--- src/hdl/uclp_pkg.sv ---
// ----------------------------------------------------------------------------
// uclp_pkg
// Shared types, character codes and result codes of the command line parser.
// ----------------------------------------------------------------------------
package uclp_pkg;

  localparam int LINE_W       = 8;
  localparam int MAX_LINE_DEF = 64;

  localparam int QUEUE_DEPTH  = 2;
  localparam int QPTR_W       = $clog2(QUEUE_DEPTH);

  localparam int TOK_CHARS    = 5;
  localparam int TOK_LEN_W    = 3;
  localparam int NUM_W        = 32;
  localparam int ACC_W        = NUM_W + 4;

  // character codes
  localparam logic [7:0] CH_NL     = 8'd10;
  localparam logic [7:0] CH_SPACE  = 8'd32;
  localparam logic [7:0] CH_DOLLAR = 8'd36;
  localparam logic [7:0] CH_PLUS   = 8'd43;
  localparam logic [7:0] CH_MINUS  = 8'd45;
  localparam logic [7:0] CH_TAB    = 8'd9;
  localparam logic [7:0] CH_VT     = 8'd11;
  localparam logic [7:0] CH_FF     = 8'd12;
  localparam logic [7:0] CH_CR     = 8'd13;
  localparam logic [7:0] CH_ZERO   = 8'd48;
  localparam logic [7:0] CH_NINE   = 8'd57;

  // keywords, first character in the top byte
  localparam logic [31:0] KW_GET  = "$GET";
  localparam logic [31:0] KW_PUT  = "$PUT";
  localparam logic [31:0] KW_TEMP = "TEMP";
  localparam logic [15:0] KW_PH   = "PH";
  localparam logic [23:0] KW_LED  = "LED";

  // result codes
  localparam logic [1:0] ST_OK       = 2'd0;
  localparam logic [1:0] ST_BAD_CMD  = 2'd1;
  localparam logic [1:0] ST_BAD_DEV  = 2'd2;
  localparam logic [1:0] ST_OVERFLOW = 2'd3;

  localparam logic CMD_GET = 1'b0;
  localparam logic CMD_PUT = 1'b1;

  localparam logic [1:0] DEV_TEMP = 2'd0;
  localparam logic [1:0] DEV_PH   = 2'd1;
  localparam logic [1:0] DEV_LED  = 2'd2;

  // token index within a line
  localparam logic [1:0] TOK_CMD   = 2'd0;
  localparam logic [1:0] TOK_DEV   = 2'd1;
  localparam logic [1:0] TOK_PARAM = 2'd2;
  localparam logic [1:0] TOK_PAST  = 2'd3;

  localparam logic [NUM_W-1:0] NUM_SAT = 32'h8000_0000;
  localparam logic [NUM_W-1:0] NUM_MAX = 32'h7fff_ffff;

  typedef enum logic [1:0] {
    NUM_IDLE,
    NUM_DIGITS,
    NUM_STOP
  } num_phase_t;

  // classified byte handed from front to back
  typedef struct packed {
    logic [7:0] data;
    logic       nl;
    logic       space;
    logic       dollar;
    logic       digit;
    logic       blank;
    logic       plus;
    logic       minus;
    logic       first;
    logic       over;
  } rx_word_t;

endpackage

--- src/hdl/uclp_if.sv ---
// ----------------------------------------------------------------------------
// uclp_if
// Valid/ready channels of the parser: received bytes in, parsed lines out.
// ----------------------------------------------------------------------------
interface uclp_byte_if;
  logic       valid;
  logic       ready;
  logic [7:0] rx_byte;

  modport source (output valid, output rx_byte, input ready);
  modport sink   (input valid, input rx_byte, output ready);
endinterface

interface uclp_result_if;
  logic               valid;
  logic               ready;
  logic [1:0]         status;
  logic               command;
  logic [1:0]         device;
  logic               param_present;
  logic signed [31:0] param_value;

  modport source (output valid, output status, output command, output device,
                  output param_present, output param_value, input ready);
  modport sink   (input valid, input status, input command, input device,
                  input param_present, input param_value, output ready);
endinterface

--- src/hdl/uclp_front.sv ---
// ----------------------------------------------------------------------------
// uclp_front
// Accepts bytes, tracks the position in the line and classifies each byte.
// ----------------------------------------------------------------------------
module uclp_front #(
  parameter int MAX_LINE = uclp_pkg::MAX_LINE_DEF
) (
  input  logic              clk,
  input  logic              rst,
  uclp_byte_if.sink         rx,
  output logic              push,
  output uclp_pkg::rx_word_t push_word,
  input  logic              full
);
  import uclp_pkg::*;

  logic [LINE_W-1:0] line_length;
  logic [LINE_W-1:0] line_length_next;
  logic [7:0]        c;
  logic              over;

  assign c        = rx.rx_byte;
  assign rx.ready = !full;
  assign push     = rx.valid && !full;
  assign over     = (line_length >= LINE_W'(MAX_LINE));

  always_comb begin
    push_word.data   = c;
    push_word.nl     = (c == CH_NL);
    push_word.space  = (c == CH_SPACE);
    push_word.dollar = (c == CH_DOLLAR);
    push_word.digit  = (c >= CH_ZERO) && (c <= CH_NINE);
    push_word.blank  = (c == CH_TAB) || (c == CH_VT) || (c == CH_FF) || (c == CH_CR);
    push_word.plus   = (c == CH_PLUS);
    push_word.minus  = (c == CH_MINUS);
    push_word.first  = (line_length == '0);
    push_word.over   = over;
  end

  always_comb begin
    line_length_next = line_length;
    if (c == CH_NL) begin
      line_length_next = '0;
    end else if (!over) begin
      line_length_next = line_length + LINE_W'(1);
    end
  end

  always_ff @(posedge clk) begin
    if (rst) begin
      line_length <= '0;
    end else if (push) begin
      line_length <= line_length_next;
    end
  end

endmodule

--- src/hdl/uclp_fifo.sv ---
// ----------------------------------------------------------------------------
// uclp_fifo
// Short queue of classified bytes between the front and the back.
// ----------------------------------------------------------------------------
module uclp_fifo (
  input  logic               clk,
  input  logic               rst,
  input  logic               push,
  input  uclp_pkg::rx_word_t push_word,
  output logic               full,
  input  logic               pop,
  output uclp_pkg::rx_word_t pop_word,
  output logic               empty
);
  import uclp_pkg::*;

  rx_word_t          entries [QUEUE_DEPTH];
  logic [QPTR_W-1:0] wr_ptr;
  logic [QPTR_W-1:0] rd_ptr;
  logic [QPTR_W:0]   count;

  assign full     = (count == (QPTR_W+1)'(QUEUE_DEPTH));
  assign empty    = (count == '0);
  assign pop_word = entries[rd_ptr];

  always_ff @(posedge clk) begin
    if (push) begin
      entries[wr_ptr] <= push_word;
    end
  end

  always_ff @(posedge clk) begin
    if (rst) begin
      wr_ptr <= '0;
      rd_ptr <= '0;
      count  <= '0;
    end else begin
      if (push) begin
        wr_ptr <= wr_ptr + QPTR_W'(1);
      end
      if (pop) begin
        rd_ptr <= rd_ptr + QPTR_W'(1);
      end
      case ({push, pop})
        2'b10:   count <= count + (QPTR_W+1)'(1);
        2'b01:   count <= count - (QPTR_W+1)'(1);
        default: count <= count;
      endcase
    end
  end

endmodule

--- src/hdl/uclp_back.sv ---
// ----------------------------------------------------------------------------
// uclp_back
// Token matching, number conversion and the registered result stage.
// ----------------------------------------------------------------------------
module uclp_back (
  input  logic               clk,
  input  logic               rst,
  input  logic               empty,
  input  uclp_pkg::rx_word_t pop_word,
  output logic               pop,
  uclp_result_if.source      result
);
  import uclp_pkg::*;

  logic                 marked, marked_next;
  logic [1:0]           tok_num, tok_num_next;
  logic [TOK_LEN_W-1:0] tok_len, tok_len_next;
  logic [7:0]           tok_chars [TOK_CHARS];
  logic                 cmd, cmd_next;
  logic [1:0]           dev, dev_next;
  logic [1:0]           err, err_next;
  logic [NUM_W-1:0]     accum, accum_next;
  logic                 neg, neg_next;
  num_phase_t           phase, phase_next;
  logic                 char_wr;

  logic                 res_valid;
  logic                 res_load;
  logic [1:0]           res_status;
  logic                 res_command;
  logic [1:0]           res_device;
  logic                 res_present;
  logic [NUM_W-1:0]     res_value;

  rx_word_t             w;
  logic                 kw_get, kw_put, kw_temp, kw_ph, kw_led;
  logic                 et_cmd;
  logic [1:0]           et_dev, et_err, et_num;
  logic                 f_cmd;
  logic [1:0]           f_dev, f_err, f_num;
  logic [ACC_W-1:0]     acc_prod;
  logic [NUM_W-1:0]     acc_digit;
  logic                 line_on;

  assign w   = pop_word;
  assign pop = !empty && (!w.nl || !res_valid || result.ready);

  // keyword compare on the buffered token
  always_comb begin
    kw_get  = (tok_len == 3'd4) && (tok_chars[0] == KW_GET[31:24]) &&
              (tok_chars[1] == KW_GET[23:16]) && (tok_chars[2] == KW_GET[15:8]) &&
              (tok_chars[3] == KW_GET[7:0]);
    kw_put  = (tok_len == 3'd4) && (tok_chars[0] == KW_PUT[31:24]) &&
              (tok_chars[1] == KW_PUT[23:16]) && (tok_chars[2] == KW_PUT[15:8]) &&
              (tok_chars[3] == KW_PUT[7:0]);
    kw_temp = (tok_len == 3'd4) && (tok_chars[0] == KW_TEMP[31:24]) &&
              (tok_chars[1] == KW_TEMP[23:16]) && (tok_chars[2] == KW_TEMP[15:8]) &&
              (tok_chars[3] == KW_TEMP[7:0]);
    kw_ph   = (tok_len == 3'd2) && (tok_chars[0] == KW_PH[15:8]) &&
              (tok_chars[1] == KW_PH[7:0]);
    kw_led  = (tok_len == 3'd3) && (tok_chars[0] == KW_LED[23:16]) &&
              (tok_chars[1] == KW_LED[15:8]) && (tok_chars[2] == KW_LED[7:0]);
  end

  // effect of closing the current token
  always_comb begin
    et_cmd = cmd;
    et_dev = dev;
    et_err = err;
    if (tok_num == TOK_CMD) begin
      if (kw_get) begin
        et_cmd = CMD_GET;
      end else if (kw_put) begin
        et_cmd = CMD_PUT;
      end else if (err == ST_OK) begin
        et_err = ST_BAD_CMD;
      end
    end else if (tok_num == TOK_DEV) begin
      if (kw_temp) begin
        et_dev = DEV_TEMP;
      end else if (kw_ph) begin
        et_dev = DEV_PH;
      end else if (kw_led) begin
        et_dev = DEV_LED;
      end else if (err == ST_OK) begin
        et_err = ST_BAD_DEV;
      end
    end
    et_num = (tok_num == TOK_PAST) ? tok_num : tok_num + 2'd1;
  end

  // end of line: close a pending token, then flag missing tokens
  always_comb begin
    f_cmd = cmd;
    f_dev = dev;
    f_err = err;
    f_num = tok_num;
    if (tok_len != '0) begin
      f_cmd = et_cmd;
      f_dev = et_dev;
      f_err = et_err;
      f_num = et_num;
    end
    if (f_err == ST_OK) begin
      if (f_num == TOK_CMD) begin
        f_err = ST_BAD_CMD;
      end else if (f_num == TOK_DEV) begin
        f_err = ST_BAD_DEV;
      end
    end
  end

  // accum * 10 + digit, saturated at 2^31
  always_comb begin
    acc_prod = ({4'b0, accum} << 3) + ({4'b0, accum} << 1) +
               ACC_W'(w.data[3:0]);
    if (acc_prod > ACC_W'(NUM_SAT)) begin
      acc_digit = NUM_SAT;
    end else begin
      acc_digit = acc_prod[NUM_W-1:0];
    end
  end

  assign line_on = w.first ? w.dollar : marked;

  // number phase and accumulator
  always_comb begin
    phase_next = phase;
    neg_next   = neg;
    accum_next = accum;
    if (!w.nl && !w.over && line_on && !w.space && tok_num == TOK_PARAM) begin
      case (phase)
        NUM_IDLE: begin
          if (w.blank) begin
            phase_next = NUM_IDLE;
          end else if (w.plus) begin
            phase_next = NUM_DIGITS;
          end else if (w.minus) begin
            phase_next = NUM_DIGITS;
            neg_next   = 1'b1;
          end else if (w.digit) begin
            phase_next = NUM_DIGITS;
            accum_next = acc_digit;
          end else begin
            phase_next = NUM_STOP;
          end
        end
        NUM_DIGITS: begin
          if (w.digit) begin
            accum_next = acc_digit;
          end else begin
            phase_next = NUM_STOP;
          end
        end
        default: phase_next = phase;
      endcase
    end
    if (w.nl) begin
      phase_next = NUM_IDLE;
      neg_next   = 1'b0;
      accum_next = '0;
    end
  end

  // token and line state
  always_comb begin
    marked_next  = marked;
    tok_num_next = tok_num;
    tok_len_next = tok_len;
    cmd_next     = cmd;
    dev_next     = dev;
    err_next     = err;
    char_wr      = 1'b0;
    if (w.nl) begin
      marked_next  = 1'b0;
      tok_num_next = TOK_CMD;
      tok_len_next = '0;
      cmd_next     = CMD_GET;
      dev_next     = DEV_TEMP;
      err_next     = ST_OK;
    end else if (w.over) begin
      err_next = ST_OVERFLOW;
    end else begin
      marked_next = line_on;
      if (line_on) begin
        if (w.space) begin
          if (tok_len != '0) begin
            cmd_next     = et_cmd;
            dev_next     = et_dev;
            err_next     = et_err;
            tok_num_next = et_num;
            tok_len_next = '0;
          end
        end else begin
          char_wr = (tok_num == TOK_CMD || tok_num == TOK_DEV) &&
                    (tok_len < TOK_LEN_W'(TOK_CHARS));
          if (tok_len != '1) begin
            tok_len_next = tok_len + TOK_LEN_W'(1);
          end
        end
      end
    end
  end

  always_ff @(posedge clk) begin
    if (rst) begin
      marked  <= 1'b0;
      tok_num <= TOK_CMD;
      tok_len <= '0;
      cmd     <= CMD_GET;
      dev     <= DEV_TEMP;
      err     <= ST_OK;
      accum   <= '0;
      neg     <= 1'b0;
      phase   <= NUM_IDLE;
    end else if (pop) begin
      marked  <= marked_next;
      tok_num <= tok_num_next;
      tok_len <= tok_len_next;
      cmd     <= cmd_next;
      dev     <= dev_next;
      err     <= err_next;
      accum   <= accum_next;
      neg     <= neg_next;
      phase   <= phase_next;
    end
  end

  always_ff @(posedge clk) begin
    if (pop && char_wr) begin
      tok_chars[tok_len] <= w.data;
    end
  end

  // result stage
  assign res_load = pop && w.nl && marked;

  always_ff @(posedge clk) begin
    if (rst) begin
      res_valid <= 1'b0;
    end else if (res_load) begin
      res_valid <= 1'b1;
    end else if (result.ready) begin
      res_valid <= 1'b0;
    end
  end

  always_ff @(posedge clk) begin
    if (res_load) begin
      res_status <= f_err;
      if (f_err == ST_OK) begin
        res_command <= f_cmd;
        res_device  <= f_dev;
        res_present <= (f_num == TOK_PAST);
        if (f_num != TOK_PAST) begin
          res_value <= '0;
        end else if (neg) begin
          res_value <= '0 - accum;
        end else if (accum > NUM_MAX) begin
          res_value <= NUM_MAX;
        end else begin
          res_value <= accum;
        end
      end else begin
        res_command <= CMD_GET;
        res_device  <= DEV_TEMP;
        res_present <= 1'b0;
        res_value   <= '0;
      end
    end
  end

  assign result.valid         = res_valid;
  assign result.status        = res_status;
  assign result.command       = res_command;
  assign result.device        = res_device;
  assign result.param_present = res_present;
  assign result.param_value   = signed'(res_value);

endmodule

--- src/hdl/uart_command_line_parser.sv ---
// ----------------------------------------------------------------------------
// uart_command_line_parser
// Parses "$CMD DEV [number]" lines from a byte stream into one result a line.
// ----------------------------------------------------------------------------
// Channels: rx takes one received byte a word; a newline ends the line.
// result gives one word for each line whose first byte is '$': status,
// command, device and the optional saturated decimal parameter. Other lines
// give no word.
// Throughput: one byte a cycle unless result stalls. The front classifies
// a byte in the cycle it is taken, a two-entry queue holds it, and the
// back parses one byte a cycle with a single multiply-by-ten accumulate.
// Path: a taken newline goes into the queue, is popped by the back once no
// earlier result waits, then loads the result register and result.valid.
// Stall: while result waits, the back holds on the next newline only; bytes
// of the following line keep flowing until that newline, then the queue
// fills and rx.ready drops.
// Reset: rst clears line position, parse state, queue and result valid.
// ----------------------------------------------------------------------------
module uart_command_line_parser #(
  parameter int MAX_LINE = uclp_pkg::MAX_LINE_DEF
) (
  input  logic          clk,
  input  logic          rst,
  uclp_byte_if.sink     rx,
  uclp_result_if.source result
);
  import uclp_pkg::*;

  logic     push;
  logic     full;
  logic     pop;
  logic     empty;
  rx_word_t push_word;
  rx_word_t pop_word;

  uclp_front #(
    .MAX_LINE (MAX_LINE)
  ) u_front (
    .clk       (clk),
    .rst       (rst),
    .rx        (rx),
    .push      (push),
    .push_word (push_word),
    .full      (full)
  );

  uclp_fifo u_fifo (
    .clk       (clk),
    .rst       (rst),
    .push      (push),
    .push_word (push_word),
    .full      (full),
    .pop       (pop),
    .pop_word  (pop_word),
    .empty     (empty)
  );

  uclp_back u_back (
    .clk      (clk),
    .rst      (rst),
    .empty    (empty),
    .pop_word (pop_word),
    .pop      (pop),
    .result   (result)
  );

endmodule

--- src/flat_wrapper.sv ---
// flat-port wrapper written by rule: the top's interface ports become plain ports
module uart_command_line_parser_flat import uclp_pkg::*;
#(
  parameter int MAX_LINE = uclp_pkg::MAX_LINE_DEF
)
  (clk, rst, rx_valid, rx_rx_byte, rx_ready, result_valid, result_status, result_command, result_device, result_param_present, result_param_value, result_ready);
  uclp_byte_if rx_i ();
  uclp_result_if result_i ();
  input  logic clk;
  input  logic rst;
  input wire logic [$bits(rx_i.valid)-1:0] rx_valid;
  input wire logic [$bits(rx_i.rx_byte)-1:0] rx_rx_byte;
  output wire logic [$bits(rx_i.ready)-1:0] rx_ready;
  output wire logic [$bits(result_i.valid)-1:0] result_valid;
  output wire logic [$bits(result_i.status)-1:0] result_status;
  output wire logic [$bits(result_i.command)-1:0] result_command;
  output wire logic [$bits(result_i.device)-1:0] result_device;
  output wire logic [$bits(result_i.param_present)-1:0] result_param_present;
  output wire logic [$bits(result_i.param_value)-1:0] result_param_value;
  input wire logic [$bits(result_i.ready)-1:0] result_ready;
  assign rx_i.valid = rx_valid;
  assign rx_i.rx_byte = rx_rx_byte;
  assign rx_ready = rx_i.ready;
  assign result_valid = result_i.valid;
  assign result_status = result_i.status;
  assign result_command = result_i.command;
  assign result_device = result_i.device;
  assign result_param_present = result_i.param_present;
  assign result_param_value = result_i.param_value;
  assign result_i.ready = result_ready;
  uart_command_line_parser #(.MAX_LINE(MAX_LINE)) u_core (.clk(clk), .rst(rst), .rx(rx_i), .result(result_i));
endmodule
--- config.mk ---
export PLATFORM = sky130hd
export DESIGN_NAME = uart_command_line_parser_flat
export DESIGN_NICKNAME = d
export VERILOG_FILES = /design/src/hdl/uclp_pkg.sv /design/src/hdl/uclp_if.sv /design/src/hdl/uclp_front.sv /design/src/hdl/uclp_fifo.sv /design/src/hdl/uclp_back.sv /design/src/hdl/uart_command_line_parser.sv /design/src/flat_wrapper.sv
export SDC_FILE = /design/constraint.sdc
export NUM_CORES = 1
export LEC_CHECK = 0
export ABC_AREA = 1
export BUFFER_PORTS_ARGS = -buffer_cell sky130_fd_sc_hd__buf_2
export CORE_MARGIN = 1.5
export CORE_UTILIZATION = 60
export CTS_CLUSTER_SIZE = 20
export DETAILED_ROUTE_END_ITERATION = 8
export PLACE_DENSITY = 0.78
export SKIP_CTS_REPAIR_TIMING = 1
export SLEW_MARGIN = 15
export SYNTH_ARGS = -nofsm -noshare
export SYNTH_HDL_FRONTEND = slang
export SYNTH_SLANG_ARGS = --single-unit
--- constraint.sdc ---
create_clock -name clk -period 6.8 [get_ports clk]
set_input_delay 0.34 -clock clk [delete_from_list [all_inputs] [get_ports clk]]
set_output_delay 0.34 -clock clk [all_outputs]
set_load 0.02 [all_outputs]
==> qor.yml <==
timing:
  rsz0062_at_grt: "false"
  slew-limit-headroom: 0.260
  slew_viol_final: 0
  max_freq_ghz: 0.204
  layout_worst_path_cycle_share: 0.721
  hold_viol: 0
  worstMarginPinSlew_ns: 1.10
  period_needed_ns: 4.90
  setup_violations: 0
  fin_skew_ns: 0.0108
  tns_ns: 0
worst_setup_path:
  critPathRequiredTime_ns: 7.15
  r2r_cells: 19
  crit_path_end_kind: "register"
  slowest_delay_ns: 0.85
  crit_family: "simple AND/OR/NAND/NOR gates"
  cp.arrival_ns: 5.25
  reg2reg_slack_ns: 1.90
  cp_common_cell: "nand2_1"
  crit_buf_inv: 1
  cp_cell_sequence: "o21ai_0 > fa_1 > inv_1 > fa_1 > nand2_1 > nand2_1 > nand3_1 > nand2_1 > nand2_1 > nand3_1 > nand2_1 > nand2_1 > nor2_1 > nand2_1 > nor2_1 > nand2_1 > nand2_1 > nand3_1 > a21oi_1"
  cp-start-kind: "register"
  r2r-end: "u_core.u_back.accum[24]$_SDFFE_PP0P_"
  cp_max_fo: 31
  critPathKind: "reg2reg"
  crit_path_top_delay_cell: "dfxtp_1"
layout:
  postLayoutCoreUtil: 0.678
  synthToLayoutAreaGrowth_pct: 9.59
  drive_gt1_frac: 0.0821
  seq_area_sq_mm: 0.00432
  fin_area_sq_mm: 0.0118
  multi_input_area_sq_mm: 0.00545
  finalNetCount: 1609
  final_common_cell: "nand2_1"
  num-fill-cells: 1523
  diodes: 0
  final_cell_mix: "nand2_1, inv_1, nor2_1"
pwr:
  pwr_density_cell_mw_per_mm2: 233
  worst_ir_drop_vdd_v: 0.000186
  leakage_nw: 5.58
route:
  wl_per_cell_microns: 15.2
  viasPerCell: 5.63
  drtIter0Drc: 1005
  wl_microns: 26800
  vias: 9909
  drc: 0
  detail-route-antenna-nets: 0
  drt_first_pass_iters: 6
floorplanning:
  num_io_pins: 52
  num_rows: 48
  core_area_sq_mm: 0.0174
  die_area_sq_mm: 0.0188
  start_util: 0.619
  die_y_microns: 137
  chipWidth_microns: 137
grt:
  grt_start_max_net_pins: 49
  use_met1: 0.419
  globalRouteTotalUtil: 0.295
  grt_pass1_wl_microns: 43200
  use_met3: 0.0474
  grtUsageMet2: 0.463
  grt_pass1_vias: 8721
  grt.busiest_layer: "met2"
  overflow: 0
  antenna_found_initial: 0
synthesis:
  synthArstFlopShare: 0
  ys_types: 50
  syn_avg_cell_area_sq_um: 7.31
  synth_area_sq_mm: 0.0108
  synth_edf_count: 104
  synth_fp_nets: 1560
  ys_seq_elements: 164
  synth_warnings: 0
  synth_ff_type: "edfxtp_1"
  yosysSeqAreaShare: 0.401
  netlist_instances: 1473
clocking:
  h-tree-depth: 4
  cts_inserted_buffers: 17
  cts_sinks: 164
  cts_tree: "yes"
  clockBufferDepth: 2
  worstSkewPairLatency_ns: 0.43
  clkTransAtPathRegs_ns: 0.06
  clock-root-buffer: "clkbuf_16"
hold_path:
  min_from: "rx_rx_byte[7]"
  hold_depth: 1
  min_to: "u_core.u_fifo.entries[1][16]$_DFFE_PP_"
  hp-class: "in2reg"
status:
  status: "complete, no violations"
place:
  hpwl_microns: 20400
  gp_congestion: 0.986
  numPortBuffers: 51
  placed_cell_area_sq_mm: 0.0112
flow_run:
  maxCapViolations: 0
[area by class of cell]
type                            instances  share of cell area
Sequential cell                       164               0.366
Tap cell                              225              0.0238
Timing Repair Buffer                   60              0.0273
Multi-Input combinational cell       1053               0.461
Clock buffer                           24              0.0436
Clock inverter                          8             0.00562
Inverter                              226              0.0723
[report_power, final]
part,switching (W),leakage (nW),internal (W)
sequential,0.0000623,1.49,0.00116
combinational,0.000431,3.81,0.000172
clock,0.000392,0.282,0.000535
[logic make-up after synthesis]
family | count (synthesis) | synth area share
xor+xnor | 7 | 0.00569
mux | 3 | 0.00314
fa+ha+maj | 75 | 0.0885
compound gates | 194 | 0.0977
simple gates | 774 | 0.310
flops | 164 | 0.401
buf+inv | 256 | 0.0941
[worst max path at each step]
stage | startpoint | to | slack (ns) | cells past startpoint
after CTS | register | u_core.u_back.accum[24]$_SDFFE_PP0P_ | 1.98 | 22
after global routing | register | u_core.u_back.accum[24]$_SDFFE_PP0P_ | 1.49 | 22
after global placement | register | u_core.u_back.accum[8]$_SDFFE_PP0P_ | 2.17 | 17
after floorplan | register | u_core.u_back.accum[1]$_SDFFE_PP0P_ | 3.48 | 21
after detailed placement | register | u_core.u_back.accum[24]$_SDFFE_PP0P_ | 2.03 | 22
final | register | u_core.u_back.accum[24]$_SDFFE_PP0P_ | 1.90 | 19
[state kept, by name (all words and copies together), names as in the netlist, 2 cells and up, named ones only]
signal and flops:
u_core.u_fifo.entries 34, u_core.u_back.accum 32, u_core.u_back.result.param_value 32, u_core.u_back.tok_chars 32
u_core.u_front.line_length 8, u_core.u_back.tok_len 3, u_core.u_back.dev 2, u_core.u_back.err 2
u_core.u_back.phase 2, u_core.u_back.result.device 2, u_core.u_back.result.status 2, u_core.u_back.tok_num 2
u_core.u_fifo.count 2
[stage by stage]
stage	total power [W]	worst slack, ns	hold WS [ns]	cells
final	0.00275	1.90	0.120	1760
after detailed placement	0.00183	2.03	0.459	1728
after floorplan	0.00166	3.48	0.426	1473
after CTS	0.00274	1.98	0.112	1760
after global routing	0.00287	1.49	0.105	1760
after global placement	0.00180	2.17	0.435	1728
[routing by layer]
metal	share of wire	vias up	wire (microns)
met2	0.45	391	12100
met4	0.021	0	558
met3	0.069	48	1860
met5	0	-	0
met1	0.46	4506	12200
li1	-	4964	-
[cell usage after synthesis (3+ instances only)]
master | count | area, sq um
nand2_1 | 382 | 1430
nand3b_1 | 7 | 52.6
nor2_2 | 3 | 18.8
clkbuf_1 | 17 | 63.8
xor2_1 | 5 | 43.8
nand3_1 | 117 | 586
inv_2 | 9 | 33.8
o21ai_0 | 50 | 250
or2_2 | 5 | 31.3
nand2_2 | 3 | 18.8
edfxtp_1 | 104 | 3120
a21oi_1 | 114 | 571
o21ai_2 | 3 | 26.3
nor3_1 | 28 | 140
nor4_1 | 14 | 87.6
o31ai_1 | 3 | 22.5
nor2_1 | 169 | 634
ha_1 | 73 | 913
o21bai_1 | 4 | 30.0
and3_1 | 3 | 18.8
dfxtp_1 | 60 | 1200
buf_2 | 5 | 25.0
inv_1 | 215 | 807
buf_6 | 4 | 45.0
nand4_1 | 25 | 156
a211oi_1 | 7 | 52.6
nor3b_1 | 7 | 52.6
nand3_2 | 4 | 40.0
buf_4 | 3 | 22.5
o21ai_1 | 3 | 15.0
Power figures use the tool's default switching activity.
